<file path="src/rtl/core/tama_pkg.sv">
// ----------------------------------------------------------------------------
// tama_pkg: shared definitions for the three-axis moving average
// Default sizes and the control bundle that steps each axis lane.
// ----------------------------------------------------------------------------
package tama_pkg;

	// Default window length in samples and default sample width in bits.
	localparam int WindowDepthDef = 16;
	localparam int SampleBitsDef  = 24;

	// Per-cycle commands from the sequencer to every axis lane.
	typedef struct packed {
		logic clear;     // drop the running sum (restart item)
		logic load;      // load sample and retired slot into the shift registers
		logic add_step;  // one bit of the serial sum update
		logic pick;      // select the sum magnitude as the dividend
		logic div_step;  // one bit of the restoring division
	} lane_ctrl_t;

endpackage

</file>
<file path="src/rtl/core/tama_ram.sv">
// ----------------------------------------------------------------------------
// tama_ram: generic single-write, single-read memory
// One write port and one read port with a registered read data output.
// ----------------------------------------------------------------------------
module tama_ram #(
	parameter int WIDTH = 8,
	parameter int DEPTH = 16
) (
	input  logic                     clk,
	input  logic                     wr_en,
	input  logic [$clog2(DEPTH)-1:0] wr_addr,
	input  logic [WIDTH-1:0]         wr_data,
	input  logic                     rd_en,
	input  logic [$clog2(DEPTH)-1:0] rd_addr,
	output logic [WIDTH-1:0]         rd_data
);

	logic [WIDTH-1:0] mem_q [DEPTH];

	always_ff @(posedge clk) begin
		if (wr_en) begin
			mem_q[wr_addr] <= wr_data;
		end
		if (rd_en) begin
			rd_data <= mem_q[rd_addr];
		end
	end

endmodule

</file>
<file path="src/rtl/core/tama_lane.sv">
// ----------------------------------------------------------------------------
// tama_lane: one axis of the moving average
// Bit-serial update of the running sum, then a bit-serial restoring divide
// of the sum magnitude by the sample count.
// ----------------------------------------------------------------------------
module tama_lane #(
	parameter int SAMPLE_BITS = tama_pkg::SampleBitsDef,
	parameter int SUM_BITS    = tama_pkg::SampleBitsDef + 8,
	parameter int COUNT_BITS  = 5
) (
	input  logic                          clk,
	input  logic                          arst_n,
	input  tama_pkg::lane_ctrl_t          ctrl,
	input  logic signed [SAMPLE_BITS-1:0] sample,
	input  logic [SAMPLE_BITS-1:0]        old_data,
	input  logic                          old_valid,
	input  logic [COUNT_BITS-1:0]         divisor,
	output logic signed [SAMPLE_BITS-1:0] mean
);

	localparam int EXT_BITS = SUM_BITS - SAMPLE_BITS;

	logic [SUM_BITS-1:0]    total_q;
	logic [SUM_BITS-1:0]    add_sr_q;    // new sample, later the dividend
	logic [SUM_BITS-1:0]    sub_sr_q;    // retired sample, later the negated sum
	logic                   c_add_q;
	logic                   c_sub_q;
	logic                   seen_one_q;
	logic                   neg_q;
	logic [COUNT_BITS-1:0]  rem_q;
	logic [SAMPLE_BITS-1:0] quot_q;

	logic bit_a;
	logic bit_sum;
	logic bit_old_n;
	logic bit_neg;
	logic c_add_d;
	logic c_sub_d;

	logic [COUNT_BITS:0] rem_sh;
	logic [COUNT_BITS:0] div_ext;
	logic [COUNT_BITS:0] rem_diff;
	logic                rem_ge;

	// Sum bit: total + sample - old, the subtraction as adding the inverse plus one.
	always_comb begin
		bit_a     = total_q[0] ^ add_sr_q[0] ^ c_add_q;
		c_add_d   = (total_q[0] & add_sr_q[0]) | (c_add_q & (total_q[0] ^ add_sr_q[0]));
		bit_old_n = ~sub_sr_q[0];
		bit_sum   = bit_a ^ bit_old_n ^ c_sub_q;
		c_sub_d   = (bit_a & bit_old_n) | (c_sub_q & (bit_a ^ bit_old_n));
		// Negation runs alongside: copy up to the first one, invert above it.
		bit_neg   = bit_sum ^ seen_one_q;
	end

	always_comb begin
		rem_sh   = {rem_q, add_sr_q[SUM_BITS-1]};
		div_ext  = {1'b0, divisor};
		rem_ge   = (rem_sh >= div_ext);
		rem_diff = rem_sh - div_ext;
	end

	always_ff @(posedge clk or negedge arst_n) begin
		if (!arst_n) begin
			total_q <= '0;
		end else if (ctrl.clear) begin
			total_q <= '0;
		end else if (ctrl.add_step) begin
			total_q <= {bit_sum, total_q[SUM_BITS-1:1]};
		end
	end

	always_ff @(posedge clk) begin
		if (ctrl.load) begin
			add_sr_q   <= {{EXT_BITS{sample[SAMPLE_BITS-1]}}, sample};
			sub_sr_q   <= old_valid ? {{EXT_BITS{old_data[SAMPLE_BITS-1]}}, old_data} : '0;
			c_add_q    <= 1'b0;
			c_sub_q    <= 1'b1;
			seen_one_q <= 1'b0;
		end else if (ctrl.add_step) begin
			add_sr_q   <= {1'b0, add_sr_q[SUM_BITS-1:1]};
			sub_sr_q   <= {bit_neg, sub_sr_q[SUM_BITS-1:1]};
			c_add_q    <= c_add_d;
			c_sub_q    <= c_sub_d;
			seen_one_q <= seen_one_q | bit_sum;
		end else if (ctrl.pick) begin
			neg_q    <= total_q[SUM_BITS-1];
			add_sr_q <= total_q[SUM_BITS-1] ? sub_sr_q : total_q;
			rem_q    <= '0;
			quot_q   <= '0;
		end else if (ctrl.div_step) begin
			add_sr_q <= {add_sr_q[SUM_BITS-2:0], 1'b0};
			rem_q    <= rem_ge ? rem_diff[COUNT_BITS-1:0] : rem_sh[COUNT_BITS-1:0];
			quot_q   <= {quot_q[SAMPLE_BITS-2:0], rem_ge};
		end
	end

	// The quotient of the magnitude always fits the sample width.
	assign mean = neg_q ? (~quot_q + SAMPLE_BITS'(1)) : quot_q;

endmodule

</file>
<file path="src/rtl/core/three_axis_moving_average.sv">
// ----------------------------------------------------------------------------
// three_axis_moving_average: boxcar average over up to the last WINDOW_DEPTH samples
// Items are handled one at a time: the next item is accepted only once the
// last result is in the output register. The bit-serial sum update and the
// bit-serial divider each work one bit a cycle.
// Reset clears the count, write slot and sums at once; no clearing pass needed.
// ----------------------------------------------------------------------------
module three_axis_moving_average #(
	parameter int WINDOW_DEPTH = tama_pkg::WindowDepthDef,
	parameter int SAMPLE_BITS  = tama_pkg::SampleBitsDef
) (
	input  logic                          clk,
	input  logic                          arst_n,
	input  logic                          sample_valid,
	output logic                          sample_stall,
	input  logic signed [SAMPLE_BITS-1:0] sample_x,
	input  logic signed [SAMPLE_BITS-1:0] sample_y,
	input  logic signed [SAMPLE_BITS-1:0] sample_z,
	input  logic                          restart,
	output logic                          mean_valid,
	input  logic                          mean_stall,
	output logic signed [SAMPLE_BITS-1:0] mean_x,
	output logic signed [SAMPLE_BITS-1:0] mean_y,
	output logic signed [SAMPLE_BITS-1:0] mean_z,
	output logic                          warmed_up
);

	// Eight bits of growth hold the exact sum of up to 256 samples.
	localparam int SUM_BITS   = SAMPLE_BITS + 8;
	localparam int SLOT_BITS  = $clog2(WINDOW_DEPTH);
	localparam int COUNT_BITS = $clog2(WINDOW_DEPTH + 1);
	localparam int BIT_BITS   = $clog2(SUM_BITS);
	localparam int RAM_WIDTH  = 3 * SAMPLE_BITS;

	// Sequencer: fetch the retired slot, update the sums bit by bit, take the
	// magnitude, divide bit by bit, then hand the result to the output register.
	typedef enum logic [5:0] {
		ST_IDLE = 6'b000001,
		ST_READ = 6'b000010,
		ST_ADD  = 6'b000100,
		ST_PICK = 6'b001000,
		ST_DIV  = 6'b010000,
		ST_FIN  = 6'b100000
	} state_t;

	state_t state_q;
	state_t state_d;

	logic [COUNT_BITS-1:0] count_q;
	logic [COUNT_BITS-1:0] count_eff;
	logic [SLOT_BITS-1:0]  slot_q;
	logic                  full_q;
	logic [BIT_BITS-1:0]   bit_cnt_q;
	logic                  bit_last;

	logic                   accept;
	logic                   out_free;
	logic                   out_load;
	logic [SAMPLE_BITS-1:0] sample_x_q;
	logic [SAMPLE_BITS-1:0] sample_y_q;
	logic [SAMPLE_BITS-1:0] sample_z_q;

	logic [RAM_WIDTH-1:0]   ram_rd_data;
	tama_pkg::lane_ctrl_t   lane_ctrl;

	logic signed [SAMPLE_BITS-1:0] lane_mean_x;
	logic signed [SAMPLE_BITS-1:0] lane_mean_y;
	logic signed [SAMPLE_BITS-1:0] lane_mean_z;

	logic                   mean_valid_q;
	logic [SAMPLE_BITS-1:0] mean_x_q;
	logic [SAMPLE_BITS-1:0] mean_y_q;
	logic [SAMPLE_BITS-1:0] mean_z_q;
	logic                   warmed_up_q;

	// An item is taken only while the sequencer is idle. A finished result sits
	// in the output register, so the next item can enter while it waits.
	assign sample_stall = (state_q != ST_IDLE);
	assign accept       = sample_valid && !sample_stall;
	assign out_free     = !mean_valid_q || !mean_stall;
	assign out_load     = (state_q == ST_FIN) && out_free;
	assign bit_last     = (bit_cnt_q == BIT_BITS'(SUM_BITS - 1));

	// A restart item starts a fresh window before its own sample is counted.
	assign count_eff = restart ? '0 : count_q;

	always_comb begin
		state_d = state_q;
		case (state_q)
			ST_IDLE: begin
				if (accept) begin
					state_d = ST_READ;
				end
			end
			ST_READ: state_d = ST_ADD;
			ST_ADD: begin
				if (bit_last) begin
					state_d = ST_PICK;
				end
			end
			ST_PICK: state_d = ST_DIV;
			ST_DIV: begin
				if (bit_last) begin
					state_d = ST_FIN;
				end
			end
			ST_FIN: begin
				if (out_free) begin
					state_d = ST_IDLE;
				end
			end
			default: state_d = ST_IDLE;
		endcase
	end

	// Slots are written in order from zero after reset or restart, so until the
	// window is full the slot being overwritten holds no sample of the window. The
	// full flag alone decides whether its stored value takes part in the sums.
	always_ff @(posedge clk or negedge arst_n) begin
		if (!arst_n) begin
			state_q      <= ST_IDLE;
			count_q      <= '0;
			slot_q       <= '0;
			full_q       <= 1'b0;
			bit_cnt_q    <= '0;
			mean_valid_q <= 1'b0;
		end else begin
			state_q <= state_d;
			if (accept) begin
				full_q  <= (count_eff == COUNT_BITS'(WINDOW_DEPTH));
				count_q <= (count_eff == COUNT_BITS'(WINDOW_DEPTH)) ?
					count_eff : count_eff + COUNT_BITS'(1);
				if (restart) begin
					slot_q <= '0;
				end
			end
			if (out_load) begin
				slot_q <= (slot_q == SLOT_BITS'(WINDOW_DEPTH - 1)) ?
					'0 : slot_q + SLOT_BITS'(1);
			end
			if ((state_q == ST_ADD) || (state_q == ST_DIV)) begin
				bit_cnt_q <= bit_last ? '0 : bit_cnt_q + BIT_BITS'(1);
			end else begin
				bit_cnt_q <= '0;
			end
			if (out_load) begin
				mean_valid_q <= 1'b1;
			end else if (!mean_stall) begin
				mean_valid_q <= 1'b0;
			end
		end
	end

	always_ff @(posedge clk) begin
		if (accept) begin
			sample_x_q <= sample_x;
			sample_y_q <= sample_y;
			sample_z_q <= sample_z;
		end
		if (out_load) begin
			mean_x_q    <= lane_mean_x;
			mean_y_q    <= lane_mean_y;
			mean_z_q    <= lane_mean_z;
			warmed_up_q <= (count_q == COUNT_BITS'(WINDOW_DEPTH));
		end
	end

	// The retired slot is read on acceptance and overwritten with the new
	// sample in the following cycle, once its old value is in the read register.
	tama_ram #(
		.WIDTH(RAM_WIDTH),
		.DEPTH(WINDOW_DEPTH)
	) u_ring (
		.clk    (clk),
		.wr_en  (state_q == ST_READ),
		.wr_addr(slot_q),
		.wr_data({sample_z_q, sample_y_q, sample_x_q}),
		.rd_en  (accept),
		.rd_addr(restart ? '0 : slot_q),
		.rd_data(ram_rd_data)
	);

	always_comb begin
		lane_ctrl          = '0;
		lane_ctrl.clear    = accept && restart;
		lane_ctrl.load     = (state_q == ST_READ);
		lane_ctrl.add_step = (state_q == ST_ADD);
		lane_ctrl.pick     = (state_q == ST_PICK);
		lane_ctrl.div_step = (state_q == ST_DIV);
	end

	// The three axes run side by side in identical lanes.
	tama_lane #(
		.SAMPLE_BITS(SAMPLE_BITS),
		.SUM_BITS   (SUM_BITS),
		.COUNT_BITS (COUNT_BITS)
	) u_lane_x (
		.clk      (clk),
		.arst_n   (arst_n),
		.ctrl     (lane_ctrl),
		.sample   (sample_x_q),
		.old_data (ram_rd_data[SAMPLE_BITS-1:0]),
		.old_valid(full_q),
		.divisor  (count_q),
		.mean     (lane_mean_x)
	);

	tama_lane #(
		.SAMPLE_BITS(SAMPLE_BITS),
		.SUM_BITS   (SUM_BITS),
		.COUNT_BITS (COUNT_BITS)
	) u_lane_y (
		.clk      (clk),
		.arst_n   (arst_n),
		.ctrl     (lane_ctrl),
		.sample   (sample_y_q),
		.old_data (ram_rd_data[2*SAMPLE_BITS-1:SAMPLE_BITS]),
		.old_valid(full_q),
		.divisor  (count_q),
		.mean     (lane_mean_y)
	);

	tama_lane #(
		.SAMPLE_BITS(SAMPLE_BITS),
		.SUM_BITS   (SUM_BITS),
		.COUNT_BITS (COUNT_BITS)
	) u_lane_z (
		.clk      (clk),
		.arst_n   (arst_n),
		.ctrl     (lane_ctrl),
		.sample   (sample_z_q),
		.old_data (ram_rd_data[3*SAMPLE_BITS-1:2*SAMPLE_BITS]),
		.old_valid(full_q),
		.divisor  (count_q),
		.mean     (lane_mean_z)
	);

	assign mean_valid = mean_valid_q;
	assign mean_x     = mean_x_q;
	assign mean_y     = mean_y_q;
	assign mean_z     = mean_z_q;
	assign warmed_up  = warmed_up_q;

	// The count never passes the window length.
	a_count_bounded: assert property (@(posedge clk) disable iff (!arst_n)
		count_q <= COUNT_BITS'(WINDOW_DEPTH))
		else $error("sample count beyond window length");

	// While filling, the write slot tracks the count; the masking relies on it.
	a_slot_tracks_count: assert property (@(posedge clk) disable iff (!arst_n)
		(state_q == ST_IDLE) && (count_q < COUNT_BITS'(WINDOW_DEPTH))
		|-> ({1'b0, slot_q} == (SLOT_BITS + 1)'(count_q)))
		else $error("write slot out of step with sample count");

	// The divider never runs with a zero divisor.
	a_divisor_nonzero: assert property (@(posedge clk) disable iff (!arst_n)
		(state_q == ST_DIV) |-> (count_q != '0))
		else $error("division by a zero count");

	// A result appears only when the sequencer finishes an item.
	a_result_from_fin: assert property (@(posedge clk) disable iff (!arst_n)
		$rose(mean_valid_q) |-> $past(state_q == ST_FIN))
		else $error("result presented without a finished item");

endmodule

</file>
<file path="config.mk">
export PLATFORM = sky130hd
export DESIGN_NAME = three_axis_moving_average
export DESIGN_NICKNAME = d
export VERILOG_FILES = /design/src/rtl/core/tama_pkg.sv /design/src/rtl/core/tama_ram.sv /design/src/rtl/core/tama_lane.sv /design/src/rtl/core/three_axis_moving_average.sv
export SDC_FILE = /design/constraint.sdc
export NUM_CORES = 2
export LEC_CHECK = 0
export BUFFER_PORTS_ARGS = -buffer_cell sky130_fd_sc_hd__buf_2
export CORE_MARGIN = 2
export CORE_UTILIZATION = 55
export CTS_CLUSTER_DIAMETER = 50
export DETAILED_ROUTE_END_ITERATION = 12
export MAX_ROUTING_LAYER = met4
export PLACE_DENSITY = 0.71
export SLEW_MARGIN = 10
export SYNTH_ARGS = -nofsm -noshare
export SYNTH_HDL_FRONTEND = slang
export SYNTH_SLANG_ARGS = --single-unit
</file>
<file path="constraint.sdc">
create_clock -name clk -period 27.3 [get_ports clk]
set_input_delay 2.73 -clock clk [delete_from_list [all_inputs] [get_ports clk]]
set_output_delay 2.73 -clock clk [all_outputs]
set_load 0.02 [all_outputs]
</file>
==> flow_summary.toml <==
[placed_design]
placed_area_um2 = 76100
gp_congestion = 0.821
dpl.cell_count = 6729
place_worst_setup_slack_ns = 21.09
io_buffers = 151
hpwl_mm = 94.5

[synthesis]
ys_warn_count = 0
netlist.area_leader.share_pct = 67.4
yosysSeqAreaShare_pct = 71.6
netlist_instances = 5078
ys.flop_type = "edfxtp_1"
async_flop_share_pct = 6.64
avgSynthCellArea_um2 = 14.5
synth_area_um2 = 73600
synth-seq-cells = 1778
ys_types = 60
yosys.area.top_type = "edfxtp_1"
synth_edf_count = 1651
synth.area.top_cells = "edfxtp_1 67%, dfrtp_1 4.0%, mux2i_1 3.8%"
synth_nets = 5193

[outcome]
status = "completed"

[global_route]
grt_pass1_wl_mm = 279
antenna_found_initial = 4
grt_util_all_layers_pct = 28.1
grt_max_degree = 183
first_global_vias = 43946
grt_overflow_total = 0

[floorplan]
die_area_um2 = 137000
core_um2 = 133000
die_x_um = 370
pin_count = 152
fp-row-count = 134
die_h_um = 370
initial_core_util_pct = 55.3

[timing]
period_share_pct = 19.9
hold_violations = 0
timing.hold.ws_ns = 0.456
rsz0062_at_grt = "no"
fin_skew_ns = 0.0355
setup_ws_ns = 21.87
drv_slew = 0
report.final.setup_viol = 0
period_needed_ns = 5.43
worst_slew_pin_slew_ns = 1.32
max_freq_mhz = 184
slew_headroom_pct = 12.3
setup-tns-final_ns = 0

[clock_tree]
insertion_delay_ns = 0.82
ctsResizeCount = 0
clk_pin_slew_worst_paths_ns = 0.06
root_buffer = "clkbuf_16"
ctsHoldBuffers = 0
cts_tree = "yes"
cts.path.max_buffers = 3
post_cts_buffers = 0
clock_sinks = 1778
cts_buffers = 185
htree_levels = 4

[pwr]
power_leakage_nw = 27.8
p_per_area_nw_per_um2 = 89.9
peakVddDrop_mv = 0.0676
power_mw = 7.37

[detailed_routing]
vias = 44872
firstDrtPassIters = 6
dr.max_layer_used = "met4"
ant_nets = 0
wl_per_cell_um = 26.4
drtIter0Drc = 5754
met3_length_mm = 18.0
drc = 0
wl_met1_mm = 74.9
dr_wl_met2_mm = 88.6
via_per_inst = 6.35
drt-total-wl_mm = 187

[worst_setup_path]
cp.required_ns = 27.72
cp-end-kind = "register"
arrival_ns = 5.85
path_max_fanout = 70
ff2ff_path_depth = 7
criticalPathCategory = "reg -> reg"
cp-start-kind = "register"

[finish]
drive_gt1_share_pct = 12.3
stdcell_area_um2 = 82000
multi_input_area_um2 = 18700
syn2layout_area_growth_pct = 11.5
final_cell_count_no_fill = 7072
nNetsFinal = 5263
area.sequential_um2 = 52700
nFillCells = 9770
final_util_pct = 61.6

[worst_hold_path]
hold_class = "reg -> reg"
hold_depth = 0

[flow_run]
max-cap-violations = 0
kinds of logic (layout without fill, tap and decap cells):
logic type	count (synthesis)	in the layout	synth area share, %
compound gates	897	897	8.04
xor+xnor	73	73	0.869
fa+ha+maj	38	38	0.738
buf+inv	614	838	3.24
flops	1778	1778	71.6
mux	372	372	6.33
other cells	0	2	0
simple gates	1306	1306	9.15
area by class of cell:
class / instances / share of cell area (%)
sequential: 1778 / 64.3
inverter: 259 / 1.20
clock buffer: 243 / 6.12
antenna: 2 / 0.00610
timing repair buffer: 238 / 1.78
multi-input combinational: 2686 / 22.8
tap: 1768 / 2.70
clock inverter: 98 / 1.08
sequential cells by signal, indices dropped and copies added (netlist names), 6 cells and up:
register           flops
mean_y                24
mean_z                24
u_lane_y.quot_q       24
u_lane_y.total_q      32
u_lane_x.sub_sr_q     32
u_lane_z.quot_q       24
u_lane_z.sub_sr_q     32
u_lane_x.total_q      32
u_lane_y.sub_sr_q     32
u_ring.mem_q        1152
mean_x                24
sample_y_q            24
state_q                6
sample_x_q            24
u_lane_z.total_q      32
u_ring.rd_data        72
u_lane_x.add_sr_q     32
u_lane_y.add_sr_q     32
u_lane_z.add_sr_q     32
sample_z_q            24
u_lane_x.quot_q       24
where the power goes:
part	internal [mW]	total, mW	switching (mW)
Combinational	0.382	1.16	0.783
Sequential	3.47	3.75	0.285
Clock	1.41	2.45	1.05
Total	5.26	7.37	2.12
final timing paths:
check	start	to	slack, ns
max	slot_q[0]$_DFFE_PN0P_	u_ring.mem_q[10][5]$_DFFE_PP_	21.87
min	u_lane_z.total_q[31]$_DFFE_PN0P_	u_lane_z.neg_q$_DFFE_PP_	0.46
max reg2reg	slot_q[0]$_DFFE_PN0P_	u_ring.mem_q[10][5]$_DFFE_PP_	21.87
min reg2reg	u_lane_z.total_q[31]$_DFFE_PN0P_	u_lane_z.neg_q$_DFFE_PP_	0.46
max in group asynchronous	arst_n	slot_q[3]$_DFFE_PN0P_	23.99
min in group asynchronous	arst_n	u_lane_z.total_q[17]$_DFFE_PN0P_	1.98
synthesized netlist by cell type, drive strengths merged (12+ instances only):
library cell and instances:
o41ai 19, a21oi 195, nor3 97, inv 259, or3 12, mux4 72
and2 68, o21ai 249, ha 29, nand4 85, nand3 227, nand3b 218
o211a 73, o211ai 148, xnor2 70, clkbuf 274, mux2 24, a21o 30
buf 81, a22oi 39, nor2 130, o221ai 72, edfxtp 1651, a31oi 24
nand2 416, mux2i 276, o31ai 18, nor4 13, dfrtp 117
cells in the final DEF, fill, tap and decap left out, types with 73 or more instances in the layout:
cell type / instances
buf_2: 149
nand4_1: 85
nor2_1: 118
o211a_1: 73
o211ai_1: 148
inv_1: 255
nand3b_1: 218
clkbuf_16: 190
o21ai_0: 229
nand3_1: 226
a21oi_1: 195
edfxtp_1: 1651
nand2_1: 413
nor3_1: 91
mux2i_1: 276
buf_4: 84
dfrtp_1: 111
layer usage:
metal  global-route usage [%]  vias to the layer above
met4                     9.11                        0
met5                        -                        -
met1                     38.3                    22438
met3                     4.54                      368
li1                         -                    19476
met2                     43.6                     2590
critical path, stage by stage, from the launching register on:
cell and delay [ns]:
dfrtp_4 0.77, inv_6 0.76, buf_4 0.88, ha_1 0.27, nand2_1 0.21, nor2_4 0.76
buf_4 0.54, buf_4 0.72
No activity file was read; power rests on OpenSTA's default activity.
